===== src/design/rdc_pkg.sv =====
// Shared types and constants for the radix digit converter.
// No dependencies; the design files other than rdc_ram refer to it by scoped names.
package rdc_pkg;

   localparam int VALUE_WIDTH_DEFAULT = 32;
   localparam int DIGIT_SLOTS_DEFAULT = 32;
   localparam int RADIX_WIDTH         = 16;
   localparam int POSITION_WIDTH      = 5;

   localparam logic [RADIX_WIDTH-1:0] RADIX_RESET = 16'd10;
   localparam logic [RADIX_WIDTH-1:0] RADIX_MIN   = 16'd2;

   // Status of the queue head as the back end sees it
   typedef struct packed {
      logic valid;
      logic is_zero;
   } head_type;

   // Back end sequencer states
   typedef enum logic [1:0] {
      BK_IDLE,
      BK_DIVIDE,
      BK_EMIT
   } back_state_type;

endpackage


===== src/design/rdc_ram.sv =====
// Generic single-write, single-read RAM with registered read data.
// No dependencies.
module rdc_ram #(
   parameter int WIDTH = 16,
   parameter int DEPTH = 32
) (
   input  logic                     clock,
   input  logic                     wr_en,
   input  logic [$clog2(DEPTH)-1:0] wr_addr,
   input  logic [WIDTH-1:0]         wr_data,
   input  logic [$clog2(DEPTH)-1:0] rd_addr,
   output logic [WIDTH-1:0]         rd_data
);

   logic [WIDTH-1:0] mem_ff [DEPTH];
   logic [WIDTH-1:0] rd_data_ff;

   // Write port
   always_ff @(posedge clock) begin
      if (wr_en) begin
         mem_ff[wr_addr] <= wr_data;
      end
   end

   // Registered read port
   always_ff @(posedge clock) begin
      rd_data_ff <= mem_ff[rd_addr];
   end

   assign rd_data = rd_data_ff;

endmodule


===== src/design/rdc_front.sv =====
// Front end: radix register, transaction accept, zero detect and a two-entry queue.
// Depends on rdc_pkg.
module rdc_front #(
   parameter int VALUE_WIDTH = rdc_pkg::VALUE_WIDTH_DEFAULT
) (
   input  logic                          clock,
   input  logic                          reset,
   input  logic                          start,
   output logic                          busy,
   input  logic [VALUE_WIDTH-1:0]        req_value,
   input  logic                          csr_write_enable,
   input  logic [rdc_pkg::RADIX_WIDTH-1:0] csr_write_data,
   output logic [rdc_pkg::RADIX_WIDTH-1:0] radix,
   output rdc_pkg::head_type             head,
   output logic [VALUE_WIDTH-1:0]        head_value,
   input  logic                          pop
);

   logic [rdc_pkg::RADIX_WIDTH-1:0] radix_ff, radix_in;
   logic [VALUE_WIDTH-1:0]          value_q_ff [2];
   logic                            zero_q_ff  [2];
   logic                            wr_ptr_ff, wr_ptr_in;
   logic                            rd_ptr_ff, rd_ptr_in;
   logic [1:0]                      count_ff, count_in;
   logic                            push;

   // Clamp radix to two and above
   always_comb begin
      radix_in = radix_ff;
      if (csr_write_enable) begin
         radix_in = (csr_write_data < rdc_pkg::RADIX_MIN) ? rdc_pkg::RADIX_MIN
                                                          : csr_write_data;
      end
   end

   always_ff @(posedge clock) begin
      if (reset) begin
         radix_ff <= rdc_pkg::RADIX_RESET;
      end else begin
         radix_ff <= radix_in;
      end
   end

   assign radix = radix_ff;

   // Queue pointers and fill count
   assign busy = (count_ff == 2'd2);
   assign push = start && !busy;

   always_comb begin
      wr_ptr_in = push ? !wr_ptr_ff : wr_ptr_ff;
      rd_ptr_in = pop  ? !rd_ptr_ff : rd_ptr_ff;
      count_in  = count_ff;
      if (push && !pop) begin
         count_in = count_ff + 2'd1;
      end else if (pop && !push) begin
         count_in = count_ff - 2'd1;
      end
   end

   always_ff @(posedge clock) begin
      if (reset) begin
         wr_ptr_ff <= 1'b0;
         rd_ptr_ff <= 1'b0;
         count_ff  <= 2'd0;
      end else begin
         wr_ptr_ff <= wr_ptr_in;
         rd_ptr_ff <= rd_ptr_in;
         count_ff  <= count_in;
      end
   end

   // Store the value and its zero class
   always_ff @(posedge clock) begin
      if (push) begin
         value_q_ff[wr_ptr_ff] <= req_value;
         zero_q_ff[wr_ptr_ff]  <= (req_value == '0);
      end
   end

   assign head.valid   = (count_ff != 2'd0);
   assign head.is_zero = zero_q_ff[rd_ptr_ff];
   assign head_value   = value_q_ff[rd_ptr_ff];

endmodule


===== src/design/rdc_div.sv =====
// Restoring divider, one quotient bit per cycle, for a value by a 16-bit radix.
// Depends on rdc_pkg.
module rdc_div #(
   parameter int VALUE_WIDTH = rdc_pkg::VALUE_WIDTH_DEFAULT
) (
   input  logic                            clock,
   input  logic                            reset,
   input  logic                            div_start,
   input  logic [VALUE_WIDTH-1:0]          dividend,
   input  logic [rdc_pkg::RADIX_WIDTH-1:0] divisor,
   output logic                            div_done,
   output logic [VALUE_WIDTH-1:0]          quotient,
   output logic [rdc_pkg::RADIX_WIDTH-1:0] remainder
);

   localparam int RW = rdc_pkg::RADIX_WIDTH;
   localparam int CNTW = (VALUE_WIDTH > 1) ? $clog2(VALUE_WIDTH) : 1;

   logic [VALUE_WIDTH-1:0] quo_ff, quo_in;
   logic [RW-1:0]          rem_ff, rem_in;
   logic [CNTW-1:0]        cnt_ff, cnt_in;
   logic                   run_ff, run_in;
   logic                   done_ff, done_in;
   logic [RW:0]            trial;
   logic [RW+1:0]          diff;
   logic                   last_step;

   // One shift-subtract step
   assign trial     = {rem_ff, quo_ff[VALUE_WIDTH-1]};
   assign diff      = {1'b0, trial} - {2'b00, divisor};
   assign last_step = (cnt_ff == CNTW'(VALUE_WIDTH - 1));

   always_comb begin
      quo_in  = quo_ff;
      rem_in  = rem_ff;
      cnt_in  = cnt_ff;
      run_in  = run_ff;
      done_in = 1'b0;
      if (div_start) begin
         quo_in = dividend;
         rem_in = '0;
         cnt_in = '0;
         run_in = 1'b1;
      end else if (run_ff) begin
         if (!diff[RW+1]) begin
            rem_in = diff[RW-1:0];
            quo_in = {quo_ff[VALUE_WIDTH-2:0], 1'b1};
         end else begin
            rem_in = trial[RW-1:0];
            quo_in = {quo_ff[VALUE_WIDTH-2:0], 1'b0};
         end
         cnt_in = cnt_ff + CNTW'(1);
         if (last_step) begin
            run_in  = 1'b0;
            done_in = 1'b1;
         end
      end
   end

   always_ff @(posedge clock) begin
      if (reset) begin
         run_ff  <= 1'b0;
         done_ff <= 1'b0;
         cnt_ff  <= '0;
      end else begin
         run_ff  <= run_in;
         done_ff <= done_in;
         cnt_ff  <= cnt_in;
      end
   end

   always_ff @(posedge clock) begin
      quo_ff <= quo_in;
      rem_ff <= rem_in;
   end

   assign div_done  = done_ff;
   assign quotient  = quo_ff;
   assign remainder = rem_ff;

endmodule


===== src/design/rdc_back.sv =====
// Back end: runs the division loop, stacks remainders and emits digits MSB first.
// Depends on rdc_pkg, rdc_div and rdc_ram.
module rdc_back #(
   parameter int VALUE_WIDTH = rdc_pkg::VALUE_WIDTH_DEFAULT,
   parameter int DIGIT_SLOTS = rdc_pkg::DIGIT_SLOTS_DEFAULT
) (
   input  logic                               clock,
   input  logic                               reset,
   input  logic [rdc_pkg::RADIX_WIDTH-1:0]    radix,
   input  rdc_pkg::head_type                  head,
   input  logic [VALUE_WIDTH-1:0]             head_value,
   output logic                               pop,
   output logic                               rsp_strobe,
   output logic [rdc_pkg::RADIX_WIDTH-1:0]    rsp_digit,
   output logic [rdc_pkg::POSITION_WIDTH-1:0] rsp_position,
   output logic                               rsp_last_digit
);

   localparam int RW = rdc_pkg::RADIX_WIDTH;
   localparam int AW = $clog2(DIGIT_SLOTS);
   localparam int CW = $clog2(DIGIT_SLOTS + 1);
   localparam int PW = rdc_pkg::POSITION_WIDTH;

   rdc_pkg::back_state_type state_ff, state_in;

   logic [CW-1:0]          n_ff, n_in;
   logic [CW-1:0]          k_ff, k_in;
   logic                   emit_ff, emit_in;
   logic [PW-1:0]          pos_ff;
   logic                   last_ff, last_in;
   logic                   div_start;
   logic [VALUE_WIDTH-1:0] div_dividend;
   logic                   div_done;
   logic [VALUE_WIDTH-1:0] div_quotient;
   logic [RW-1:0]          div_remainder;
   logic                   wr_en;
   logic [AW-1:0]          wr_addr;
   logic [RW-1:0]          wr_data;
   logic [AW-1:0]          rd_addr;
   logic [CW-1:0]          n_next;
   logic                   loop_end;
   logic                   emit_last;
   logic [CW-1:0]          rd_index;

   assign n_next    = n_ff + CW'(1);
   assign loop_end  = (div_quotient == '0) || (n_next == CW'(DIGIT_SLOTS));
   assign emit_last = (k_ff == n_ff - CW'(1));
   assign rd_index  = n_ff - CW'(1) - k_ff;

   rdc_div #(
      .VALUE_WIDTH(VALUE_WIDTH)
   ) u_div (
      .clock    (clock),
      .reset    (reset),
      .div_start(div_start),
      .dividend (div_dividend),
      .divisor  (radix),
      .div_done (div_done),
      .quotient (div_quotient),
      .remainder(div_remainder)
   );

   rdc_ram #(
      .WIDTH(RW),
      .DEPTH(DIGIT_SLOTS)
   ) u_stack (
      .clock  (clock),
      .wr_en  (wr_en),
      .wr_addr(wr_addr),
      .wr_data(wr_data),
      .rd_addr(rd_addr),
      .rd_data(rsp_digit)
   );

   // Next state
   always_comb begin
      state_in = state_ff;
      case (state_ff)
         rdc_pkg::BK_IDLE: begin
            if (head.valid) begin
               state_in = head.is_zero ? rdc_pkg::BK_EMIT : rdc_pkg::BK_DIVIDE;
            end
         end
         rdc_pkg::BK_DIVIDE: begin
            if (div_done && loop_end) begin
               state_in = rdc_pkg::BK_EMIT;
            end
         end
         rdc_pkg::BK_EMIT: begin
            if (emit_last) begin
               state_in = rdc_pkg::BK_IDLE;
            end
         end
         default: state_in = rdc_pkg::BK_IDLE;
      endcase
   end

   // Datapath controls per state
   always_comb begin
      pop          = 1'b0;
      div_start    = 1'b0;
      div_dividend = head_value;
      wr_en        = 1'b0;
      wr_addr      = n_ff[AW-1:0];
      wr_data      = div_remainder;
      rd_addr      = rd_index[AW-1:0];
      n_in         = n_ff;
      k_in         = k_ff;
      emit_in      = 1'b0;
      last_in      = 1'b0;
      case (state_ff)
         rdc_pkg::BK_IDLE: begin
            k_in = '0;
            if (head.valid) begin
               pop = 1'b1;
               if (head.is_zero) begin
                  // Zero gives a single digit 0
                  wr_en   = 1'b1;
                  wr_addr = '0;
                  wr_data = '0;
                  n_in    = CW'(1);
               end else begin
                  div_start = 1'b1;
                  n_in      = '0;
               end
            end
         end
         rdc_pkg::BK_DIVIDE: begin
            div_dividend = div_quotient;
            if (div_done) begin
               wr_en = 1'b1;
               n_in  = n_next;
               if (!loop_end) begin
                  div_start = 1'b1;
               end
            end
         end
         rdc_pkg::BK_EMIT: begin
            emit_in = 1'b1;
            last_in = emit_last;
            k_in    = k_ff + CW'(1);
         end
         default: begin
            n_in = '0;
         end
      endcase
   end

   always_ff @(posedge clock) begin
      if (reset) begin
         state_ff <= rdc_pkg::BK_IDLE;
         n_ff     <= '0;
         k_ff     <= '0;
         emit_ff  <= 1'b0;
         last_ff  <= 1'b0;
      end else begin
         state_ff <= state_in;
         n_ff     <= n_in;
         k_ff     <= k_in;
         emit_ff  <= emit_in;
         last_ff  <= last_in;
      end
   end

   // Position travels alongside the registered stack read
   always_ff @(posedge clock) begin
      pos_ff <= PW'(k_ff);
   end

   assign rsp_strobe     = emit_ff;
   assign rsp_position   = pos_ff;
   assign rsp_last_digit = last_ff;

endmodule


===== src/design/radix_digit_converter_top.sv =====
// Top level of the radix digit converter.
// Depends on rdc_pkg, rdc_front and rdc_back (which holds rdc_div and rdc_ram).
//
// Usage:
//   Input: drive req_value and raise start; the transaction is taken at a
//   clock edge where start is high and busy is low. Two values can wait in
//   the front queue while an earlier one is being converted.
//   Configuration: csr_write_enable with csr_write_data writes the radix
//   (values 0 and 1 are stored as 2); write it only while the block is idle.
//   Output: one transaction per digit, most significant first, each shown for
//   one cycle under rsp_strobe with rsp_position and rsp_last_digit. The
//   digits of one value come in consecutive cycles.
// Timing: the shared bit-serial divider sets the rate. Each digit costs one
//   division, then the digits stream out one per cycle from the stack RAM.
//   A zero value skips the divider and gives a single digit 0.
// Reset: synchronous, active high; radix returns to 10, queue and sequencer
//   are emptied. The receiver cannot stall; results are never held back.
module radix_digit_converter_top #(
   parameter int VALUE_WIDTH = rdc_pkg::VALUE_WIDTH_DEFAULT,
   parameter int DIGIT_SLOTS = rdc_pkg::DIGIT_SLOTS_DEFAULT
) (
   input  logic                               clock,
   input  logic                               reset,
   input  logic                               start,
   output logic                               busy,
   input  logic [VALUE_WIDTH-1:0]             req_value,
   input  logic                               csr_write_enable,
   input  logic [rdc_pkg::RADIX_WIDTH-1:0]    csr_write_data,
   output logic                               rsp_strobe,
   output logic [rdc_pkg::RADIX_WIDTH-1:0]    rsp_digit,
   output logic [rdc_pkg::POSITION_WIDTH-1:0] rsp_position,
   output logic                               rsp_last_digit
);

   logic [rdc_pkg::RADIX_WIDTH-1:0] radix;
   rdc_pkg::head_type               head;
   logic [VALUE_WIDTH-1:0]          head_value;
   logic                            pop;

   rdc_front #(
      .VALUE_WIDTH(VALUE_WIDTH)
   ) u_front (
      .clock           (clock),
      .reset           (reset),
      .start           (start),
      .busy            (busy),
      .req_value       (req_value),
      .csr_write_enable(csr_write_enable),
      .csr_write_data  (csr_write_data),
      .radix           (radix),
      .head            (head),
      .head_value      (head_value),
      .pop             (pop)
   );

   rdc_back #(
      .VALUE_WIDTH(VALUE_WIDTH),
      .DIGIT_SLOTS(DIGIT_SLOTS)
   ) u_back (
      .clock         (clock),
      .reset         (reset),
      .radix         (radix),
      .head          (head),
      .head_value    (head_value),
      .pop           (pop),
      .rsp_strobe    (rsp_strobe),
      .rsp_digit     (rsp_digit),
      .rsp_position  (rsp_position),
      .rsp_last_digit(rsp_last_digit)
   );

   // Digits of one value stream without gaps
   a_digits_contiguous: assert property (@(posedge clock) disable iff (reset)
      rsp_strobe && !rsp_last_digit |=> rsp_strobe)
      else $error("digit stream broke before the last digit");

   // Positions count up by one within a value
   a_position_step: assert property (@(posedge clock) disable iff (reset)
      rsp_strobe && !rsp_last_digit |=>
         rsp_position == rdc_pkg::POSITION_WIDTH'($past(rsp_position) + 1'b1))
      else $error("digit position did not advance by one");

   // Every digit lies below the radix
   a_digit_range: assert property (@(posedge clock) disable iff (reset)
      rsp_strobe |-> rsp_digit < radix)
      else $error("digit not below radix");

   // The queue head is taken only when present
   a_pop_valid: assert property (@(posedge clock) disable iff (reset)
      pop |-> head.valid)
      else $error("queue popped while empty");

endmodule


===== config.mk =====
export PLATFORM = sky130hd
export DESIGN_NAME = radix_digit_converter_top
export DESIGN_NICKNAME = d
export VERILOG_FILES = /design/src/design/rdc_pkg.sv /design/src/design/rdc_ram.sv /design/src/design/rdc_front.sv /design/src/design/rdc_div.sv /design/src/design/rdc_back.sv /design/src/design/radix_digit_converter_top.sv
export SDC_FILE = /design/constraint.sdc
export NUM_CORES = 1
export LEC_CHECK = 0
export BUFFER_PORTS_ARGS = -buffer_cell sky130_fd_sc_hd__buf_4
export CORE_ASPECT_RATIO = 1.25
export CORE_UTILIZATION = 32
export DETAILED_ROUTE_END_ITERATION = 8
export GPL_ROUTABILITY_DRIVEN = 0
export PLACE_DENSITY = 0.42
export SYNTH_ARGS = -nofsm -noshare
export SYNTH_HDL_FRONTEND = slang
export SYNTH_HIERARCHICAL = 1
export SYNTH_SLANG_ARGS = --single-unit
export TNS_END_PERCENT = 20

===== constraint.sdc =====
create_clock -name clock -period 3.8 [get_ports clock]
set_input_delay 0.57 -clock clock [delete_from_list [all_inputs] [get_ports clock]]
set_output_delay 0.57 -clock clock [all_outputs]
set_load 0.005 [all_outputs]

==> results_dict.tcl, run 1 <==
set metrics [dict create \
    outcome "complete, no violations" \
    grt_pass1_vias 16697 \
    drv_cap 0 \
    grt_pass1_wl_mm 107 \
    io_pins 76 \
    drtIter0Drc 1056 \
    drtAntennaViolNets 0 \
    diodes 0 \
    rows 122 \
    die_w_um 271 \
    setup_viol 0 \
    yosysWarnings 6 \
    fmax_mhz 289 \
    finClkSkew_ns 0.0314 \
    cts_resized 0 \
    required_ns 4.28 \
    drc_errors 0 \
    port_buffers 75 \
    crit_type "flop to flop" \
    vias 16306 \
    synth_flop_cell "edfxtp_1" \
    grt_usage_pct 15.6 \
    endpoint_kind "flop" \
    nets 2159 \
    vdd_drop_max_mv 0.443 \
    syn_nets 2018 \
    dpl_cell_area_um2 31100 \
    drive_gt1_share_pct 18.3 \
    area_growth_pct 16.4 \
    hold_viol_final 0 \
    min_period_ns 3.46 \
    postLayoutCellArea_um2 33600 \
    layout_commonest_cell "edfxtp_1" \
    synth-seq-area-share_pct 69.0 \
    crit_path_start_kind "flop" \
    syn_inst 1938 \
    fin_tns_setup_ns 0 \
    synth_edf_count 610 \
    coreArea_um2 89000 \
    hp-class "primary input to flop" \
    async_flop_share_pct 0 \
    relSlewSlack_pct 17.2 \
    first_pass_iters 5 \
    cts_made_buffers 77 \
    finalPower_mw 26.4 \
    grt_overflow 0 \
    cts_sinks 691 \
    cts_tree "yes" \
    h-tree-depth 3 \
    holdWs_ns 0.144 \
    dp.cells 3178 \
    synth_area_um2 28900 \
    die_area_um2 91500 \
    start_util_pct 32.5 \
    slew_viol_final 0 \
    synth_area_per_cell_um2 14.9 \
    worstSkewPairLatency_ns 0.62 \
    layout.cells.non_filler 3322 \
    antenna_found_initial 0 \
    p_leak_nw 12.8 \
    cts_max_path_buffers 3 \
    hpwlAfterDp_mm 45.9 \
    num-fill-cells 8369 \
    clkTransAtPathRegs_ns 0.06 \
    worst_pin_slew_ns 1.24 \
    ctsHoldBuffers 0 \
    fin_crit_sh_pct 91.0 \
    grt_setup_unrepaired "no" \
    mostFrequentLayoutCells "edfxtp_1, mux2i_1, buf_4" \
    routed_wl_mm 71.0 \
    worst-path-max-fanout 25 \
    worst_ep_arrival_time_ns 3.94 \
    grt_max_degree 69 \
    die_h_um 338 \
    cts.root.buffer_cell "clkbuf_16" \
    synthDistinctLibCells 76 \
    post_cts_buffers 0 \
    wl_per_cell_um 21.4 \
    synth-seq-cells 691 \
    viasPerCell 4.91 \
    powerDensity_nw_per_um2 786 \
]
## layout make-up
type	count	area, um^2	area share [%]
Inverter	37	146	0.435
Tap cell	1178	1470	4.38
Multi-Input combinational cell	1107	8190	24.4
Timing Repair Buffer	165	1390	4.13
Clock inverter	52	417	1.24
Clock buffer	92	2070	6.15
Sequential cell	691	19900	59.3
## critical path: stages, from the launching register on
cell	delay, ns
dfxtp_1	0.47
inv_1	0.13
ha_1	0.32
inv_1	0.08
fa_1	0.44
xor2_1	0.48
and2_2	0.66
buf_4	0.26
a21oi_1	0.07
a31oi_1	0.29
nand3_1	0.13
## final timing paths
path                                     start                   endpoint  slack (ns)  cells after the start
worst min register to register  u_back/k_ff[3]     u_back/rsp_position[3]        0.44                      0
worst max-delay path            u_back/n_ff[0]  u_back/u_stack/rd_data[4]        0.34                     10
worst max register to register  u_back/n_ff[0]  u_back/u_stack/rd_data[4]        0.34                     10
worst min-delay path             req_value[18]  u_front/value_q_ff[1][18]        0.14                      1
## cells in the mapped netlist (all sizes together) (4+ instances only)
| library cell | instances | area (um^2) |
|---|---|---|
| a211o | 5 | 43.8 |
| a211oi | 13 | 115 |
| a21o | 8 | 60.1 |
| a21oi | 56 | 284 |
| a22o | 33 | 289 |
| a22oi | 65 | 488 |
| a311oi | 6 | 71.3 |
| a31oi | 20 | 125 |
| a32oi | 4 | 35.0 |
| buf | 79 | 624 |
| clkbuf | 24 | 90.1 |
| dfxtp | 81 | 1620 |
| edfxtp | 610 | 18300 |
| ha | 26 | 325 |
| inv | 37 | 139 |
| mux2 | 65 | 732 |
| mux2i | 274 | 2740 |
| nand2 | 153 | 577 |
| nand2b | 7 | 43.8 |
| nand3 | 50 | 265 |
| nand3b | 6 | 45.0 |
| nand4 | 24 | 150 |
| nor2 | 112 | 428 |
| nor2b | 28 | 180 |
| nor3 | 27 | 135 |
| nor4 | 22 | 138 |
| o21a | 4 | 30.0 |
| o21ai | 20 | 104 |
| o31ai | 8 | 73.8 |
| or3 | 5 | 31.3 |
| or3b | 4 | 37.5 |
| xnor2 | 11 | 96.3 |
| xor2 | 16 | 140 |
## kinds of logic after synthesis
kind of cell    synth area share [%]
flops                           69.0
fa+ha+maj                       1.26
compound gates                  6.41
buf+inv                         2.95
xor+xnor                       0.818
simple gates                    7.51
mux                             12.0
## flip-flops by register name, summed over array words and instances (netlist names), 2 cells and up, named ones only
name                    cells
u_back/u_div/cnt_ff         5
u_back/k_ff                 6
u_back/u_div/quotient      32
u_back/u_stack/mem_ff     512
u_front/value_q_ff         64
u_back/u_stack/rd_data     16
u_front/radix              16
u_back/state_ff             2
u_back/u_div/remainder     16
u_front/count_ff            2
u_back/n_ff                 6
u_front/zero_q_ff           2
u_back/rsp_position         5
## stage by stage
| step | util [%] | setup slack (ns) |
|---|---|---|
| after floorplan | - | 0.744 |
| after global placement | 35.0 | 0.561 |
| after detailed placement | 35.0 | 0.385 |
| after CTS | 37.8 | 0.366 |
| after global routing | 37.8 | 0.141 |
| final | 37.8 | 0.343 |
## layer usage
metal	global-route usage [%]	vias up	part of all wire, %	wire (um)
met2	27.2	307	50	35400
met5	0	-	0	0
met3	2.64	96	3.9	2760
li1	-	7727	-	-
met1	19.8	8176	44	31500
met4	4.44	0	2.0	1390
## report_power, final
| part | internal, mW | switching (mW) |
|---|---|---|
| Sequential | 9.71 | 0.427 |
| Clock | 4.30 | 3.02 |
| Combinational | 3.54 | 5.42 |
No activity file was read; power rests on OpenSTA's default activity.
==> run 2, diff against run 1 <==
Settings changed: RECOVER_POWER from default to 25.
==> results_dict.tcl, run 2 (same netlist as run 1, synthesis figures left out) <==
set metrics [dict create \
    outcome "finished, violations left" \
    violations "capacitance limit, slew limit" \
    nets 2159 \
    wl_per_cell_um 21.4 \
    cts_resized 0 \
    grt_pass1_vias 16697 \
    coreArea_um2 89000 \
    layout.cells.non_filler 3322 \
    drtAntennaViolNets 0 \
    grt_setup_unrepaired "no" \
    hp-class "primary input to flop" \
    clkTransAtPathRegs_ns 0.06 \
    r2r_setup_slack_ns 0.32 \
    drtIter0Drc 1046 \
    cts.root.buffer_cell "clkbuf_16" \
    finClkSkew_ns 0.0302 \
    cts_tree "yes" \
    fin_crit_sh_pct 91.5 \
    crit_path_start_kind "flop" \
    swShare_pct 33.7 \
    endpoint_kind "flop" \
    sequentialPowerShare_pct 38.6 \
    mostFrequentLayoutCells "edfxtp_1, mux2i_1, nand2_1" \
    vias 16339 \
    die_area_um2 91500 \
    grt_usage_pct 15.6 \
    port_buffers 75 \
    vdd_drop_max_mv 0.443 \
    min_period_ns 3.48 \
    fin_tns_setup_ns 0 \
    drc_errors 0 \
    first_pass_iters 5 \
    cts_max_path_buffers 3 \
    postLayoutCellArea_um2 33400 \
    grt_max_degree 69 \
    p_leak_nw 12.7 \
    h-tree-depth 3 \
    fmax_mhz 288 \
    die_h_um 338 \
    hold_viol_final 0 \
    grt-busiest-layer "met2" \
    netSwitchingPower_mw 8.87 \
    worst_pin_slew_ns 2.17 \
    setup_viol 0 \
    diodes 0 \
    antenna_found_initial 0 \
    start_util_pct 32.5 \
    viasPerCell 4.92 \
    grt_overflow 0 \
    relSlewSlack_pct -44.4 \
    required_ns 4.28 \
    powerDensity_nw_per_um2 788 \
    drv_cap 3 \
    crit_type "flop to flop" \
    grt_pass1_wl_mm 107 \
    hpwlAfterDp_mm 45.9 \
    post_cts_buffers 0 \
    utilization_pct 37.6 \
    rows 122 \
    die_w_um 271 \
    clock_power_share_pct 27.8 \
    dpl_cell_area_um2 31100 \
    area_growth_pct 15.7 \
    cts_sinks 691 \
    met1_usage_pct 19.8 \
    slew_viol_final 103 \
    io_pins 76 \
    dp.cells 3178 \
    worst_ep_arrival_time_ns 3.95 \
    p_int_mw 17.5 \
    num-fill-cells 8413 \
    met3_usage_pct 2.64 \
    layout_commonest_cell "edfxtp_1" \
    cts_made_buffers 77 \
    largest_reg_flops 512 \
    worst-path-max-fanout 25 \
    worstSkewPairLatency_ns 0.62 \
    routed_wl_mm 71.1 \
    drive_gt1_share_pct 16.1 \
    power_frac_comb_pct 33.6 \
    ctsHoldBuffers 0 \
    top_register "u_back/u_stack/mem_ff" \
    globalRouteMet2Util_pct 27.2 \
]
run 2: cell count changes in the layout (fill, tap and decap cells not counted), sizes merged:
cell | previous run | this run
buf | 165 | 94
clkbuf | 92 | 163
run 2: path summary, 6_finish.rpt:
kind / from / end / depth (start not counted)
setup / recovery: u_back/n_ff[0] / u_back/u_stack/rd_data[3] / 10
hold / removal: csr_write_data[3] / u_front/radix[3] / 2
setup reg to reg: u_back/n_ff[0] / u_back/u_stack/rd_data[3] / 10
hold reg to reg: u_back/k_ff[3] / u_back/rsp_position[3] / 0
run 2: worst max-delay path, stage by stage (launching register included):
cell and delay (ns):
dfxtp_1 0.47, inv_1 0.13, ha_1 0.32, inv_1 0.08
fa_1 0.44, xor2_1 0.48, and2_2 0.66, a22o_1 0.25
nor3_1 0.05, a31oi_1 0.34, nand3_1 0.12
run 2: area by class of cell:
class	count	area, um^2	area share, %
Clock inverter	52	417	1.25
Multi-Input combinational cell	1107	8180	24.5
Tap cell	1178	1470	4.41
Inverter	37	146	0.438
Sequential cell	691	19900	59.6
Clock buffer	92	2070	6.19
Timing Repair Buffer	165	1210	3.63
run 2: metrics by stage:
step	setup slack [ns]	hold slack [ns]	total power, mW
2_1_floorplan	0.744	0.364	16.7
3_5_place_dp	0.385	0.418	19.4
5_1_grt	0.141	0.127	27.8
6_report	0.324	0.165	26.4
4_1_cts	0.366	0.0933	26.8
3_3_place_gp	0.561	0.418	19.3
run 2: power groups by stage:
stage / logic [mW] / clock network, mW / registers [mW]
finish: 8.87 / 7.33 / 10.2
global placement: 9.03 / 0 / 10.3
CTS: 9.13 / 7.57 / 10.1
detailed placement: 9.11 / 0 / 10.3
floorplan: 6.58 / 0 / 10.1
global route: 9.72 / 7.85 / 10.2
run 2: routing by layer:
layer  routed length [um]  up-vias
li1                     -     7726
met1                31800     8217
met2                35300      301
met3                 2640       95
met4                 1440        0
met5                    0        -
==> run 3, diff against run 2 <==
==> constraint.sdc (replaced) <==
create_clock -name clock -period 3.8 [get_ports clock]
set_input_delay 0.38 -clock clock [delete_from_list [all_inputs] [get_ports clock]]
set_output_delay 0.38 -clock clock [all_outputs]
set_load 0.005 [all_outputs]
==> results_dict.tcl, run 3 (same netlist as run 1, synthesis figures left out) <==
set metrics [dict create \
    outcome "finished, violations left" \
    violations "capacitance limit, slew limit" \
    diodes 0 \
    io_pins 76 \
    relSlewSlack_pct -43.9 \
    drv_cap 3 \
    min_period_ns 3.41 \
    grt_pass1_wl_mm 108 \
    fmax_mhz 293 \
    layout_commonest_cell "edfxtp_1" \
    viasPerCell 4.87 \
    endpoint_kind "flop" \
    port_buffers 75 \
    fin_crit_sh_pct 89.8 \
    grt_max_degree 65 \
    top_register "u_back/u_stack/mem_ff" \
    hpwlAfterDp_mm 46.0 \
    clkTransAtPathRegs_ns 0.06 \
    rows 122 \
    grt_overflow 0 \
    antenna_found_initial 0 \
    r2r_cells 6 \
    worstSkewPairLatency_ns 0.62 \
    die_h_um 338 \
    required_ns 3.97 \
    r2r_setup_slack_ns 0.39 \
    cts.root.buffer_cell "clkbuf_16" \
    holdPathEnd "u_front/radix[1]" \
    hold_start "csr_write_data[1]" \
    mostFrequentLayoutCells "edfxtp_1, mux2i_1, nand2_1" \
    grt_usage_pct 15.7 \
    cts_max_path_buffers 3 \
    largest_reg_flops 512 \
    drtIter0Drc 1062 \
    start_util_pct 32.5 \
    wl_per_cell_um 21.3 \
    drc_errors 0 \
    hp-class "primary input to flop" \
    rr_endpoint "u_back/u_stack/mem_ff[25][15]" \
    p_leak_nw 12.8 \
    coreArea_um2 89000 \
    hold_viol_final 0 \
    fin_tns_setup_ns 0 \
    die_area_um2 91500 \
    r2r_start "u_front/count_ff[0]" \
    h-tree-depth 3 \
    cts_sinks 691 \
    grt_pass1_vias 16967 \
    worst_ep_arrival_time_ns 3.58 \
    crit_type "flop to flop" \
    holdWs_ns 0.0876 \
    grt_setup_unrepaired "no" \
    finClkSkew_ns 0.0339 \
    min_path_cells 3 \
    worst-path-max-fanout 32 \
    slew_viol_final 103 \
    vias 16352 \
    crit_path_start_kind "flop" \
    powerDensity_nw_per_um2 773 \
    cts_tree "yes" \
    first_pass_iters 7 \
    cts_made_buffers 75 \
    routed_wl_mm 71.5 \
    vdd_drop_max_mv 0.400 \
    die_w_um 271 \
    worst_pin_slew_ns 2.16 \
    drive_gt1_share_pct 15.6 \
    post_cts_buffers 0 \
    area_growth_pct 16.8 \
    setup_viol 0 \
    nets 2205 \
    drtAntennaViolNets 0 \
]
## run 3: cell types whose count changed in the layout (fill, tap and decap cells not counted), sizes merged
cell         delta
dlygate4sd3    +46
clkbuf         +20
clkinv         -12
buf            -11
bufinv          -3
clkinvlp        -1
inv             -1
## run 3: worst max-delay path by stage
stage,start,to,slack [ns],cells after the start
after floorplan,u_front/count_ff[0],u_back/u_stack/mem_ff[28][0],0.74,8
after global placement,u_back/n_ff[0],u_back/u_stack/rd_data[0],0.52,10
after detailed placement,u_back/n_ff[0],u_back/u_stack/rd_data[0],0.40,10
after CTS,u_back/n_ff[0],u_back/u_stack/rd_data[0],0.38,10
after global routing,u_back/n_ff[0],u_back/u_stack/rd_data[0],0.10,10
final,u_front/count_ff[0],u_back/u_stack/mem_ff[25][15],0.39,6
## run 3: where the power goes
part,internal (mW),switching [mW],leakage [nW],total [mW]
Clock,4.06,2.97,1.16,7.03
Combinational,3.50,5.42,5.37,8.91
Sequential,9.74,0.423,6.27,10.2
## run 3: per-stage QoR
| step | power, mW | util (%) | instances | instance area [um^2] | setup WS (ns) |
|---|---|---|---|---|---|
| 4_1_cts | 26.6 | 38.2 | 3360 | 34000 | 0.377 |
| 3_5_place_dp | 19.4 | 35.0 | 3180 | 31200 | 0.403 |
| 6_report | 26.1 | 37.9 | 3360 | 33800 | 0.387 |
| 3_3_place_gp | 19.4 | 35.0 | 3180 | 31200 | 0.525 |
| 2_1_floorplan | 16.7 | - | 1938 | 28900 | 0.744 |
| 5_1_grt | 27.5 | 37.9 | 3360 | 33800 | 0.103 |
## run 3: final cells by class
| cell class | count | area [um^2] |
|---|---|---|
| clock buffer | 99 | 2080 |
| multi-input combinational | 1107 | 8180 |
| sequential | 691 | 19900 |
| fill | 8398 | 55200 |
| tap | 1178 | 1470 |
| inverter | 37 | 146 |
| clock inverter | 35 | 267 |
| timing repair buffer | 213 | 1670 |
## run 3: routing by layer
metal  track usage (%)  wire length, um
met1              19.9            32000
met2              27.7            35800
met3              2.36             2350
met4              4.52             1360
met5                 0                0
## run 3: critical path, cell delays in order, from the launching register on
cell,delay [ns]
dfxtp_1,0.40
or2_2,0.16
or3b_1,0.47
nor2_1,0.44
clkbuf_1,0.78
nor2b_1,0.18
clkbuf_2,0.50
## run 3: timing repair
item | in CTS | in global routing
hold buffers | 46 | 0
hold endpoints to repair | 78 | 0
resized for setup | 0 | 0
